[config.mk]
export PLATFORM = sky130hd
export DESIGN_NAME = esra_recip
export DESIGN_NICKNAME = d
export VERILOG_FILES = /design/src/hw/rtl/esra_pkg.sv /design/src/hw/rtl/esra_recip.sv
export SDC_FILE = /design/constraint.sdc
export NUM_CORES = 1
export LEC_CHECK = 0
export ABC_AREA = 1
export ABC_CLOCK_PERIOD_IN_PS = 3900
export BUFFER_PORTS_ARGS = -buffer_cell sky130_fd_sc_hd__buf_4
export CORE_MARGIN = 2
export CORE_UTILIZATION = 35
export CTS_BUF_LIST = sky130_fd_sc_hd__clkbuf_16
export DETAILED_ROUTE_END_ITERATION = 7
export GPL_TIMING_DRIVEN = 1
export HOLD_SLACK_MARGIN = 0.08
export PLACE_DENSITY = 0.51
export SYNTH_ARGS = -nofsm -noshare
export SYNTH_HDL_FRONTEND = slang
export SYNTH_SLANG_ARGS = --single-unit
[constraint.sdc]
create_clock -name clk -period 3.9 [get_ports clk]
set_input_delay 0.195 -clock clk [delete_from_list [all_inputs] [get_ports clk]]
set_output_delay 0.195 -clock clk [all_outputs]
set_load 0.01 [all_outputs]
[src/hw/rtl/esra_pkg.sv]
// Shared types, register-file map and the row-assembly microprogram.
package esra_pkg;

    typedef logic signed [63:0] q_t;

    // Grid point, velocity in the lowest bits.
    typedef struct packed {
        q_t t;
        q_t y;
        q_t lt;
        q_t mt;
        q_t mu;
        q_t u;
    } point_t;

    // Result of a multi-cycle arithmetic unit.
    typedef struct packed {
        logic done;
        logic sat;
        q_t   val;
    } unit_res_t;

    localparam q_t Q_ONE  = 64'sh0000_0001_0000_0000;
    localparam q_t Q_HALF = 64'sh0000_0000_8000_0000;
    localparam q_t Q_MAX  = 64'sh7FFF_FFFF_FFFF_FFFF;
    localparam q_t Q_MIN  = 64'sh8000_0000_0000_0000;

    // Configuration register indexes.
    localparam logic [1:0] CFG_CP_OVER_PR  = 2'd0;
    localparam logic [1:0] CFG_TURB_ENABLE = 2'd1;
    localparam logic [1:0] CFG_TURB_MULT   = 2'd2;

    // Register-file map: points 0..2, constants, temporaries.
    localparam logic [4:0] R_U0   = 5'd0;
    localparam logic [4:0] R_U1   = 5'd1;
    localparam logic [4:0] R_U2   = 5'd2;
    localparam logic [4:0] R_MU0  = 5'd3;
    localparam logic [4:0] R_MU1  = 5'd4;
    localparam logic [4:0] R_MU2  = 5'd5;
    localparam logic [4:0] R_MT0  = 5'd6;
    localparam logic [4:0] R_MT1  = 5'd7;
    localparam logic [4:0] R_MT2  = 5'd8;
    localparam logic [4:0] R_LT0  = 5'd9;
    localparam logic [4:0] R_LT1  = 5'd10;
    localparam logic [4:0] R_LT2  = 5'd11;
    localparam logic [4:0] R_Y0   = 5'd12;
    localparam logic [4:0] R_Y1   = 5'd13;
    localparam logic [4:0] R_Y2   = 5'd14;
    localparam logic [4:0] R_T0   = 5'd15;
    localparam logic [4:0] R_T1   = 5'd16;
    localparam logic [4:0] R_T2   = 5'd17;
    localparam logic [4:0] R_C    = 5'd18;
    localparam logic [4:0] R_F    = 5'd19;
    localparam logic [4:0] R_HALF = 5'd20;
    localparam logic [4:0] R_X0   = 5'd21;
    localparam logic [4:0] R_X1   = 5'd22;
    localparam logic [4:0] R_DY2  = 5'd23;
    localparam logic [4:0] R_DYF  = 5'd24;
    localparam logic [4:0] R_DYB  = 5'd25;
    localparam logic [4:0] R_DFE  = 5'd26;
    localparam logic [4:0] R_DBE  = 5'd27;
    localparam logic [4:0] R_DFM  = 5'd28;
    localparam logic [4:0] R_DBM  = 5'd29;
    localparam logic [4:0] R_A    = 5'd30;
    localparam logic [4:0] R_B    = 5'd31;

    localparam int NUM_LOAD = 21;
    localparam int PROG_LEN = 61;

    localparam logic [2:0] OP_ADD = 3'd0;
    localparam logic [2:0] OP_SUB = 3'd1;
    localparam logic [2:0] OP_NEG = 3'd2;
    localparam logic [2:0] OP_MUL = 3'd3;
    localparam logic [2:0] OP_RCP = 3'd4;

    localparam logic [2:0] O_NONE = 3'd0;
    localparam logic [2:0] O_RHS  = 3'd1;
    localparam logic [2:0] O_DIAG = 3'd2;
    localparam logic [2:0] O_SUB  = 3'd3;
    localparam logic [2:0] O_SUP  = 3'd4;

    localparam logic [1:0] C_ALL = 2'd0;
    localparam logic [1:0] C_SUB = 2'd1;
    localparam logic [1:0] C_SUP = 2'd2;

    typedef struct packed {
        logic [2:0] op;
        logic [4:0] a;
        logic [4:0] b;
        logic [4:0] d;
        logic [2:0] o;
        logic [1:0] cond;
    } uop_t;

    function automatic uop_t mk(input logic [2:0] op, input logic [4:0] a,
                                input logic [4:0] b, input logic [4:0] d,
                                input logic [2:0] o, input logic [1:0] cond);
        uop_t r;
        r.op   = op;
        r.a    = a;
        r.b    = b;
        r.d    = d;
        r.o    = o;
        r.cond = cond;
        return r;
    endfunction

    function automatic uop_t prog_rom(input logic [5:0] pc);
        uop_t r;
        unique case (pc)
            6'd0:  r = mk(OP_SUB, R_Y2,   R_Y0,  R_X0,  O_NONE, C_ALL);
            6'd1:  r = mk(OP_MUL, R_HALF, R_X0,  R_X0,  O_NONE, C_ALL);
            6'd2:  r = mk(OP_RCP, R_X0,   R_X0,  R_DY2, O_NONE, C_ALL);
            6'd3:  r = mk(OP_SUB, R_Y2,   R_Y1,  R_X0,  O_NONE, C_ALL);
            6'd4:  r = mk(OP_RCP, R_X0,   R_X0,  R_DYF, O_NONE, C_ALL);
            6'd5:  r = mk(OP_SUB, R_Y1,   R_Y0,  R_X0,  O_NONE, C_ALL);
            6'd6:  r = mk(OP_RCP, R_X0,   R_X0,  R_DYB, O_NONE, C_ALL);
            6'd7:  r = mk(OP_ADD, R_MU1,  R_MU2, R_X0,  O_NONE, C_ALL);
            6'd8:  r = mk(OP_MUL, R_C,    R_X0,  R_X0,  O_NONE, C_ALL);
            6'd9:  r = mk(OP_ADD, R_LT1,  R_LT2, R_X1,  O_NONE, C_ALL);
            6'd10: r = mk(OP_MUL, R_F,    R_X1,  R_X1,  O_NONE, C_ALL);
            6'd11: r = mk(OP_ADD, R_X0,   R_X1,  R_X0,  O_NONE, C_ALL);
            6'd12: r = mk(OP_MUL, R_HALF, R_X0,  R_DFE, O_NONE, C_ALL);
            6'd13: r = mk(OP_ADD, R_MU1,  R_MU0, R_X0,  O_NONE, C_ALL);
            6'd14: r = mk(OP_MUL, R_C,    R_X0,  R_X0,  O_NONE, C_ALL);
            6'd15: r = mk(OP_ADD, R_LT1,  R_LT0, R_X1,  O_NONE, C_ALL);
            6'd16: r = mk(OP_MUL, R_F,    R_X1,  R_X1,  O_NONE, C_ALL);
            6'd17: r = mk(OP_ADD, R_X0,   R_X1,  R_X0,  O_NONE, C_ALL);
            6'd18: r = mk(OP_MUL, R_HALF, R_X0,  R_DBE, O_NONE, C_ALL);
            6'd19: r = mk(OP_MUL, R_F,    R_MT2, R_X0,  O_NONE, C_ALL);
            6'd20: r = mk(OP_ADD, R_MU2,  R_X0,  R_X0,  O_NONE, C_ALL);
            6'd21: r = mk(OP_MUL, R_X0,   R_U2,  R_X0,  O_NONE, C_ALL);
            6'd22: r = mk(OP_MUL, R_F,    R_MT1, R_X1,  O_NONE, C_ALL);
            6'd23: r = mk(OP_ADD, R_MU1,  R_X1,  R_X1,  O_NONE, C_ALL);
            6'd24: r = mk(OP_MUL, R_X1,   R_U1,  R_X1,  O_NONE, C_ALL);
            6'd25: r = mk(OP_ADD, R_X0,   R_X1,  R_X0,  O_NONE, C_ALL);
            6'd26: r = mk(OP_MUL, R_HALF, R_X0,  R_DFM, O_NONE, C_ALL);
            6'd27: r = mk(OP_MUL, R_F,    R_MT0, R_X0,  O_NONE, C_ALL);
            6'd28: r = mk(OP_ADD, R_MU0,  R_X0,  R_X0,  O_NONE, C_ALL);
            6'd29: r = mk(OP_MUL, R_X0,   R_U0,  R_X0,  O_NONE, C_ALL);
            6'd30: r = mk(OP_MUL, R_F,    R_MT1, R_X1,  O_NONE, C_ALL);
            6'd31: r = mk(OP_ADD, R_MU1,  R_X1,  R_X1,  O_NONE, C_ALL);
            6'd32: r = mk(OP_MUL, R_X1,   R_U1,  R_X1,  O_NONE, C_ALL);
            6'd33: r = mk(OP_ADD, R_X0,   R_X1,  R_X0,  O_NONE, C_ALL);
            6'd34: r = mk(OP_MUL, R_HALF, R_X0,  R_DBM, O_NONE, C_ALL);
            6'd35: r = mk(OP_SUB, R_T2,   R_T1,  R_X0,  O_NONE, C_ALL);
            6'd36: r = mk(OP_MUL, R_DFE,  R_X0,  R_X0,  O_NONE, C_ALL);
            6'd37: r = mk(OP_MUL, R_X0,   R_DYF, R_X0,  O_NONE, C_ALL);
            6'd38: r = mk(OP_SUB, R_T1,   R_T0,  R_X1,  O_NONE, C_ALL);
            6'd39: r = mk(OP_MUL, R_DBE,  R_X1,  R_X1,  O_NONE, C_ALL);
            6'd40: r = mk(OP_MUL, R_X1,   R_DYB, R_X1,  O_NONE, C_ALL);
            6'd41: r = mk(OP_SUB, R_X0,   R_X1,  R_A,   O_NONE, C_ALL);
            6'd42: r = mk(OP_SUB, R_U2,   R_U1,  R_X0,  O_NONE, C_ALL);
            6'd43: r = mk(OP_MUL, R_DFM,  R_X0,  R_X0,  O_NONE, C_ALL);
            6'd44: r = mk(OP_MUL, R_X0,   R_DYF, R_X0,  O_NONE, C_ALL);
            6'd45: r = mk(OP_SUB, R_U1,   R_U0,  R_X1,  O_NONE, C_ALL);
            6'd46: r = mk(OP_MUL, R_DBM,  R_X1,  R_X1,  O_NONE, C_ALL);
            6'd47: r = mk(OP_MUL, R_X1,   R_DYB, R_X1,  O_NONE, C_ALL);
            6'd48: r = mk(OP_SUB, R_X0,   R_X1,  R_B,   O_NONE, C_ALL);
            6'd49: r = mk(OP_MUL, R_DY2,  R_A,   R_X0,  O_NONE, C_ALL);
            6'd50: r = mk(OP_MUL, R_DY2,  R_B,   R_X1,  O_NONE, C_ALL);
            6'd51: r = mk(OP_ADD, R_X0,   R_X1,  R_X0,  O_RHS,  C_ALL);
            6'd52: r = mk(OP_MUL, R_DFE,  R_DYF, R_X0,  O_NONE, C_ALL);
            6'd53: r = mk(OP_MUL, R_DBE,  R_DYB, R_X1,  O_NONE, C_ALL);
            6'd54: r = mk(OP_ADD, R_X0,   R_X1,  R_X0,  O_NONE, C_ALL);
            6'd55: r = mk(OP_MUL, R_DY2,  R_X0,  R_X0,  O_NONE, C_ALL);
            6'd56: r = mk(OP_NEG, R_X0,   R_X0,  R_X0,  O_DIAG, C_ALL);
            6'd57: r = mk(OP_MUL, R_DY2,  R_DBE, R_X0,  O_NONE, C_SUB);
            6'd58: r = mk(OP_MUL, R_X0,   R_DYB, R_X0,  O_SUB,  C_SUB);
            6'd59: r = mk(OP_MUL, R_DY2,  R_DFE, R_X0,  O_NONE, C_SUP);
            6'd60: r = mk(OP_MUL, R_X0,   R_DYF, R_X0,  O_SUP,  C_SUP);
            default: r = mk(OP_ADD, R_X0, R_X0,  R_X0,  O_NONE, C_ALL);
        endcase
        return r;
    endfunction

endpackage

[src/hw/rtl/esra_recip.sv]
// Q32.32 reciprocal: 2^64 / |a| by restoring division, one bit per cycle.
module esra_recip (
    input  logic               clk,
    input  logic               rst_n,
    input  logic               start,
    input  esra_pkg::q_t       a,
    output esra_pkg::unit_res_t res
);
    import esra_pkg::*;

    logic        busy_reg, busy_next;
    logic        fin_reg, fin_next;
    logic [6:0]  cnt_reg, cnt_next;
    logic [63:0] m_reg, m_next;
    logic        neg_reg, neg_next;
    logic [63:0] rem_reg, rem_next;
    logic [63:0] q_reg, q_next;

    logic [64:0] rem_sh;
    logic        ge;
    logic [64:0] rem_sub;
    logic        rnd;
    logic [63:0] q1;
    logic        m_zero;
    logic        m_one;

    always_comb
    begin
        // dividend is a single one above 64 zeros
        rem_sh  = {rem_reg, (cnt_reg == 7'd0)};
        ge      = rem_sh >= {1'b0, m_reg};
        rem_sub = rem_sh - {1'b0, m_reg};
    end

    always_comb
    begin
        busy_next = busy_reg;
        fin_next  = 1'b0;
        cnt_next  = cnt_reg;
        m_next    = m_reg;
        neg_next  = neg_reg;
        rem_next  = rem_reg;
        q_next    = q_reg;
        if (start)
        begin
            busy_next = 1'b1;
            cnt_next  = '0;
            m_next    = a[63] ? 64'(~a + 64'd1) : 64'(a);
            neg_next  = a[63];
            rem_next  = '0;
            q_next    = '0;
        end
        else if (busy_reg)
        begin
            rem_next = ge ? rem_sub[63:0] : rem_sh[63:0];
            q_next   = {q_reg[62:0], ge};
            cnt_next = cnt_reg + 7'd1;
            if (cnt_reg == 7'd64)
            begin
                busy_next = 1'b0;
                fin_next  = 1'b1;
            end
        end
    end

    always_ff @(posedge clk or negedge rst_n)
    begin
        if (!rst_n)
        begin
            busy_reg <= 1'b0;
            fin_reg  <= 1'b0;
            cnt_reg  <= '0;
        end
        else
        begin
            busy_reg <= busy_next;
            fin_reg  <= fin_next;
            cnt_reg  <= cnt_next;
        end
    end

    always_ff @(posedge clk)
    begin
        m_reg   <= m_next;
        neg_reg <= neg_next;
        rem_reg <= rem_next;
        q_reg   <= q_next;
    end

    always_comb
    begin
        m_zero = (m_reg == 64'd0);
        m_one  = (m_reg == 64'd1);
        rnd    = {rem_reg, 1'b0} >= {1'b0, m_reg};
        q1     = q_reg + {63'd0, rnd};
        res.done = fin_reg;
        res.sat  = m_zero | m_one | (!neg_reg && q1[63]);
        if (m_zero)
        begin
            res.val = Q_MAX;
        end
        else if (m_one || (!neg_reg && q1[63]))
        begin
            res.val = neg_reg ? Q_MIN : Q_MAX;
        end
        else
        begin
            res.val = neg_reg ? q_t'(~q1 + 64'd1) : q_t'(q1);
        end
    end

endmodule
==> impl_results.md, run 1 <==
- Worst-margin pin slew: 0.9391 ns
- Cell variety after synth: 51
- Reg area: 4740 µm²
- Initial antenna violation count: 0
- CP required: 3.70 ns
- Worst skew pair latency: 0.56 ns
- DR vias: 22270
- Post-route core utilization: 52.30%
- CP Launch Type: flip-flop
- Final Cycle Share: 125.0%
- RSZ-0062 raised after global routing: true
- CTS H-tree depth: 1
- PwrDens: 540.8 nW/µm²
- CTS tree: yes
- Crit Path Max Fanout: 4
- Yosys reg bits: 202
- Starting Density: 35.35%
- Most frequent cells in the layout: nand2_1 (772), buf_4 (619), nor2_1 (376)
- Synth Area in Adders: 4.832%
- Post-synthesis mux area share: 0%
- Area of the multi-input gates: 13660 µm²
- # setup viols final: 65
- Slowest cell delay on critical path: 0.44 ns
- Row count: 84
- Crit path kind: flip-flop to output pin
- Worst rel slew slack: 37.39%
- First-pass DRT Iterations: 5
- Synth-to-Final Area Change: 47.97%
- Clk slew on worst S/H paths: 0.06 ns
- # diodes: 0
- Detailed Route Iter0 Violations: 1048
- DRC: 0
- Max IR drop VDD: 0.3155 mV
- DP Area: 23730 µm²
- F_max: 0.2052 GHz
- Post-Syn Area per Cell: 6.059 µm²
- Compound-Gate Fraction of Synth Area: 14.64%
- Setup crit end kind: output pin
- HP Class: input port to flip-flop
- Synth Area in Simple Gates: 38.21%
- Sink Count: 202
- Final instance area: 27430 µm²
- Total GRT Usage: 27.45%
- FFs w/ async S/R, synth: 4.455%
- Grt ovf: 0
- Leading cell type in the layout, fill and taps excluded: nand2_1
- Run status: finished with violations
- Crit path time final: 4.874 ns
- CTS buffer count: 23
- Filler instances: 5396
- Final worst slack: -0.9735 ns
- TNS Setup: -56.05 ns
- DIE AREA: 54830 µm²
- First-pass GRT wire length: 117200 µm
- Pleak: 12.87 nW
- Clock Skew: 0.03517 ns
- Port Buffers: 132
- Final Hold Vio Count: 0
- Mapped cell area: 18540 µm²
- Synth Area in XOR/XNOR: 6.938%
- CP top delay family: simple AND/OR/NAND/NOR gates
- Final nets: 3886
- Post-Syn Nets: 3198
- YS warnings: 0
- Vias in the first global route: 21840
- Layout cells sized above 1: 28.47%
- Post-synthesis sequential area ratio: 25.57%
- Die height: 234.2 µm
- Synth Flop Type: dfxtp_1
- Root buf cell: clkbuf_16
- Pin count of the biggest net entering global routing: 72
- Slowest stage cell on the critical path: edfxtp_1
- Total Routed Length: 77850 µm
- I/O Pins: 133
- Die W: 234.2 µm
- CTS Buffer Depth: 3
- Hpwl dp: 62270 µm
- Most frequent CP cell: nand2_1
- Number of flops mapped to enable cells by yosys: 65
- Worst endpoint data arrival time: 4.68 ns
- Core area: 52450 µm²
- Routed length per placed instance: 17.48 µm
- Largest family of logic cells by synthesized area: simple AND/OR/NAND/NOR gates
- Worst Path Buf+Inv: 7
- Violated checks: negative setup slack
- Max-cap violations: 0
- Placer Congestion: 0.9654
- Via density: 5.001
- Slew Limit Fails: 0
- Synth Instances: 3060
- Post-DRT Antenna Nets: 0
==> power breakdown <==
part	internal [W]	leakage [nW]	switching [W]	total [W]
combinational	0.00452	10.7	0.00537	0.00989
sequential	0.00254	1.80	0.000290	0.00283
clock	0.00120	0.372	0.000909	0.00211
total	0.00827	12.9	0.00657	0.0148
==> cell type report <==
cell class                      instances  share of cell area [%]
Multi-Input combinational cell       2385                   49.81
Timing Repair Buffer                  730                   21.60
Inverter                              406                   5.574
Clock inverter                         19                  0.5017
Clock buffer                           23                   2.098
Sequential cell                       202                   17.28
Tap cell                              688                   3.138
==> worst min-delay path, stage by stage <==
cell and delay (ns):
buf_4 0.12, inv_1 0.08, xor2_1 0.08
==> path summary, 6_finish.rpt <==
| path | cells after the start | slack (ns) | end | start |
|---|---|---|---|---|
| worst max-delay path | 31 | -0.97 | res[54] | m_reg[60] |
| min in group asynchronous | 3 | 0.68 | cnt_reg[0] | rst_n |
| worst min register to register | 2 | 0.48 | rem_reg[8] | rem_reg[8] |
| worst min-delay path | 3 | 0.11 | m_reg[58] | a[58] |
| worst max register to register | 20 | 0.35 | rem_reg[40] | cnt_reg[1] |
| max in group asynchronous | 3 | 2.92 | busy_reg | rst_n |
==> per-stage QoR <==
stage	std cells	total power (W)	setup slack [ns]	hold WS, ns
6_report	4453	0.01483	-0.9735	0.1135
5_1_grt	4453	0.01596	-1.275	0.1236
4_1_cts	4423	0.01416	-0.9853	0.08490
3_5_place_dp	4287	0.01145	-1.150	0.02606
3_3_place_gp	4287	0.01141	-1.125	0.02268
2_1_floorplan	3060	0.007318	0.07974	-0.1006
==> metal layers <==
metal,global-route usage (%),part of all wire [%]
met5,0,0
met4,13.75,5.3
met3,1.848,3.0
met2,51.08,50
met1,31.53,41
==> cells by family (layout without fill, tap and decap cells) <==
kind of cell,after synthesis,in the layout
AOI/OAI and AO/OA,479,479
xor gates and xnor gates,146,146
adders and majority gates,71,71
buffers and inverters,475,1178
DFF,202,202
and+or+nand+nor,1687,1689
==> cell usage after synthesis, types with 2 or more instances <==
library cell | instances | share of area, %
o21ai_1 | 9 | 0.24
nor2_2 | 23 | 0.78
nand3_2 | 4 | 0.22
xor2_1 | 92 | 4.3
nand3_1 | 188 | 5.1
nand3b_1 | 5 | 0.20
nor3_1 | 40 | 1.1
inv_2 | 5 | 0.10
o211ai_1 | 36 | 1.5
dfxtp_1 | 128 | 14
nor2_1 | 448 | 9.1
xnor2_1 | 53 | 2.5
o21ai_0 | 175 | 4.7
edfxtp_1 | 65 | 11
o21a_1 | 6 | 0.24
o21ai_2 | 4 | 0.19
a21oi_1 | 134 | 3.6
nand2_2 | 17 | 0.57
nand2_1 | 856 | 17
and3_1 | 3 | 0.10
nor4_1 | 26 | 0.88
a21boi_0 | 3 | 0.12
o21bai_1 | 12 | 0.49
or2_2 | 9 | 0.30
a31oi_1 | 15 | 0.51
o31ai_1 | 4 | 0.16
nor2b_1 | 2 | 0.067
nand2_4 | 2 | 0.12
o2111ai_1 | 2 | 0.095
ha_1 | 70 | 4.7
inv_1 | 397 | 8.0
nor2_4 | 8 | 0.49
clkbuf_1 | 42 | 0.85
dfrtp_1 | 9 | 1.2
nand4_1 | 51 | 1.7
clkinv_1 | 4 | 0.081
buf_1 | 4 | 0.081
buf_2 | 21 | 0.57
o22ai_1 | 62 | 2.1
and2_1 | 3 | 0.10
a21o_1 | 13 | 0.53
==> repair_timing <==
action,4_1_cts,5_1_grt
resized for setup,222,218
cloned,3,5
setup buffers,28,28
pin swaps,80,101
hold endpoints to repair,75,0
endpoints found under the setup margin,65,65
hold buffers,66,0
(Power assumes the default switching activity.)
==> inputs of run 2 (changes only) <==
--- a/config.mk
+++ b/config.mk
@@ -15,6 +15,7 @@
 export GPL_TIMING_DRIVEN = 1
 export HOLD_SLACK_MARGIN = 0.08
 export PLACE_DENSITY = 0.51
+export RECOVER_POWER = 50
 export SYNTH_ARGS = -nofsm -noshare
 export SYNTH_HDL_FRONTEND = slang
 export SYNTH_SLANG_ARGS = --single-unit
==> run 2 against run 1 <==
The run ends with max-capacitance violations, max-slew violations, negative setup slack left. Non-clock buffer count did not move. Sequential power barely moved. Clock power barely moved. Via count rose by 0.30%. Cell count did not move. Total power barely moved. Sequential share of layout area barely moved. Maximum frequency barely moved. Global-route usage did not move. Highest routed layer unchanged.
==> impl_results.md, run 2 (synthesis results as in run 1) <==
- Run status: finished with violations
- Violated checks: max-capacitance violations, max-slew violations, negative setup slack
- Crit path kind: flip-flop to output pin
- Row count: 84
- Grt ovf: 0
- Hold Crit Start: a[58]
- Final nets: 3886
- Final instance area: 27400 µm²
- Pin count of the biggest net entering global routing: 72
- Initial antenna violation count: 0
- Worst Path Buf+Inv: 6
- Worst endpoint data arrival time: 4.68 ns
- Detailed Route Iter0 Violations: 1067
- DRC: 0
- Dpl cells: 4287
- F_max: 0.2051 GHz
- Crit Path Max Fanout: 4
- Post-DRT Antenna Nets: 0
- Levels on crit path: 30
- RSZ-0062 raised after global routing: true
- Clk slew on worst S/H paths: 0.06 ns
- Slowest stage cell on the critical path: edfxtp_1
- Max IR drop VDD: 0.3154 mV
- Synth-to-Final Area Change: 47.81%
- # setup viols final: 65
- Post-route core utilization: 52.25%
- PwrDens: 541.1 nW/µm²
- Vias in the first global route: 21840
- Crit path time final: 4.875 ns
- Routed length per placed instance: 17.49 µm
- Port Buffers: 132
- Final Cycle Share: 125.0%
- Leading cell type in the layout, fill and taps excluded: nand2_1
- Die W: 234.2 µm
- Hold path cells: 3
- Worst r2r dst: rem_reg[40]
- R2r setup slk: 0.35 ns
- Placer Congestion: 0.9654
- Filler instances: 5408
- CTS H-tree depth: 1
- Final worst slack: -0.9754 ns
- CP required: 3.70 ns
- Final Hold Vio Count: 0
- Die height: 234.2 µm
- CP Launch Type: flip-flop
- Total GRT Usage: 27.45%
- I/O Pins: 133
- HP Class: input port to flip-flop
- Worst skew pair latency: 0.56 ns
- CTS buffer count: 23
- Layout cells sized above 1: 28.26%
- Reg2reg path depth: 20
- Hold WS: 0.1114 ns
- Most frequent cells in the layout: nand2_1 (772), buf_4 (609), nor2_1 (376)
- Reg2reg start: cnt_reg[1]
- Pleak: 12.84 nW
- DP Area: 23730 µm²
- WHS Endpoint: m_reg[58]
- Hpwl dp: 62270 µm
- First-pass DRT Iterations: 8
- DR vias: 22340
- Sink Count: 202
- Setup crit end kind: output pin
- DIE AREA: 54830 µm²
- Starting Density: 35.35%
- Max-cap violations: 3
- Core area: 52450 µm²
- # diodes: 0
- Worst-margin pin slew: 1.607 ns
- Via density: 5.016
- Root buf cell: clkbuf_16
- Total Routed Length: 77880 µm
- Worst rel slew slack: -7.132%
- Most frequent CP cell: nand2_1
- TNS Setup: -56.87 ns
- First-pass GRT wire length: 117200 µm
- CTS Buffer Depth: 3
- Fin cells: 4453
- Slew Limit Fails: 98
- CP top delay family: simple AND/OR/NAND/NOR gates
- Clock Skew: 0.03390 ns
- Slowest cell delay on critical path: 0.44 ns
- CTS tree: yes
-- run 2: worst max path at each step --
stage | startpoint | end | slack (ns)
finish | m_reg[60] | res[59] | -0.98
global route | m_reg[36] | res[54] | -1.27
CTS | m_reg[61] | res[55] | -0.99
detailed placement | m_reg[36] | res[54] | -1.15
global placement | m_reg[36] | res[58] | -1.13
floorplan | m_reg[3] | res[63] | 0.08
-- run 2: area by class of cell --
class,count,area (µm²),share of cell area (%)
clock buffers,23,575.6,2.100
clock inverters,19,137.6,0.5023
inverters,406,1529,5.580
multi-input cells,2385,13660,49.87
flip-flops and latches,202,4740,17.30
well taps,688,860.8,3.141
repair buffers,730,5896,21.52
-- run 2: stage by stage --
step | setup WS (ns) | total power [W]
after CTS | -0.9853 | 0.01416
after global routing | -1.275 | 0.01596
final | -0.9754 | 0.01483
after detailed placement | -1.150 | 0.01145
after floorplan | 0.07974 | 0.007318
after global placement | -1.125 | 0.01141
-- run 2: power by group --
| part | internal, W | switching [W] |
|---|---|---|
| clock network | 0.00120 | 0.000913 |
| logic | 0.00452 | 0.00536 |
| registers | 0.00254 | 0.000291 |
-- run 2: layer usage --
metal | up-vias | part of all wire (%) | track usage, %
met4 | 0 | 5.4 | 13.75
met3 | 188 | 3.2 | 1.848
met2 | 556 | 50 | 51.08
li1 | 11330 | - | -
met1 | 10260 | 41 | 31.53
met5 | - | 0 | 0
-- run 2: worst reg2reg max path: stages, from the launching register on --
cell and delay (ns):
dfrtp_1 0.38, inv_1 0.10, ha_1 0.15, nand3_1 0.07
inv_1 0.07, nand3_1 0.19, ha_1 0.29, fa_1 0.43
o21ai_0 0.25, a21oi_1 0.20, o21ai_0 0.20, buf_4 0.18
nand2_1 0.05, nand2_1 0.09, buf_4 0.15, nand3_1 0.10
nand2_1 0.14, xor2_1 0.16, nand2_1 0.08, o211ai_1 0.10
nand2_1 0.07
-- run 2: repair_timing --
item	4_1_cts	5_1_grt
endpoints found under the hold margin	75	0
endpoints found under the setup margin	65	65
cloned	3	5
hold buffers	66	0
resized for setup	222	218
pin swaps	80	101
setup buffers	28	28
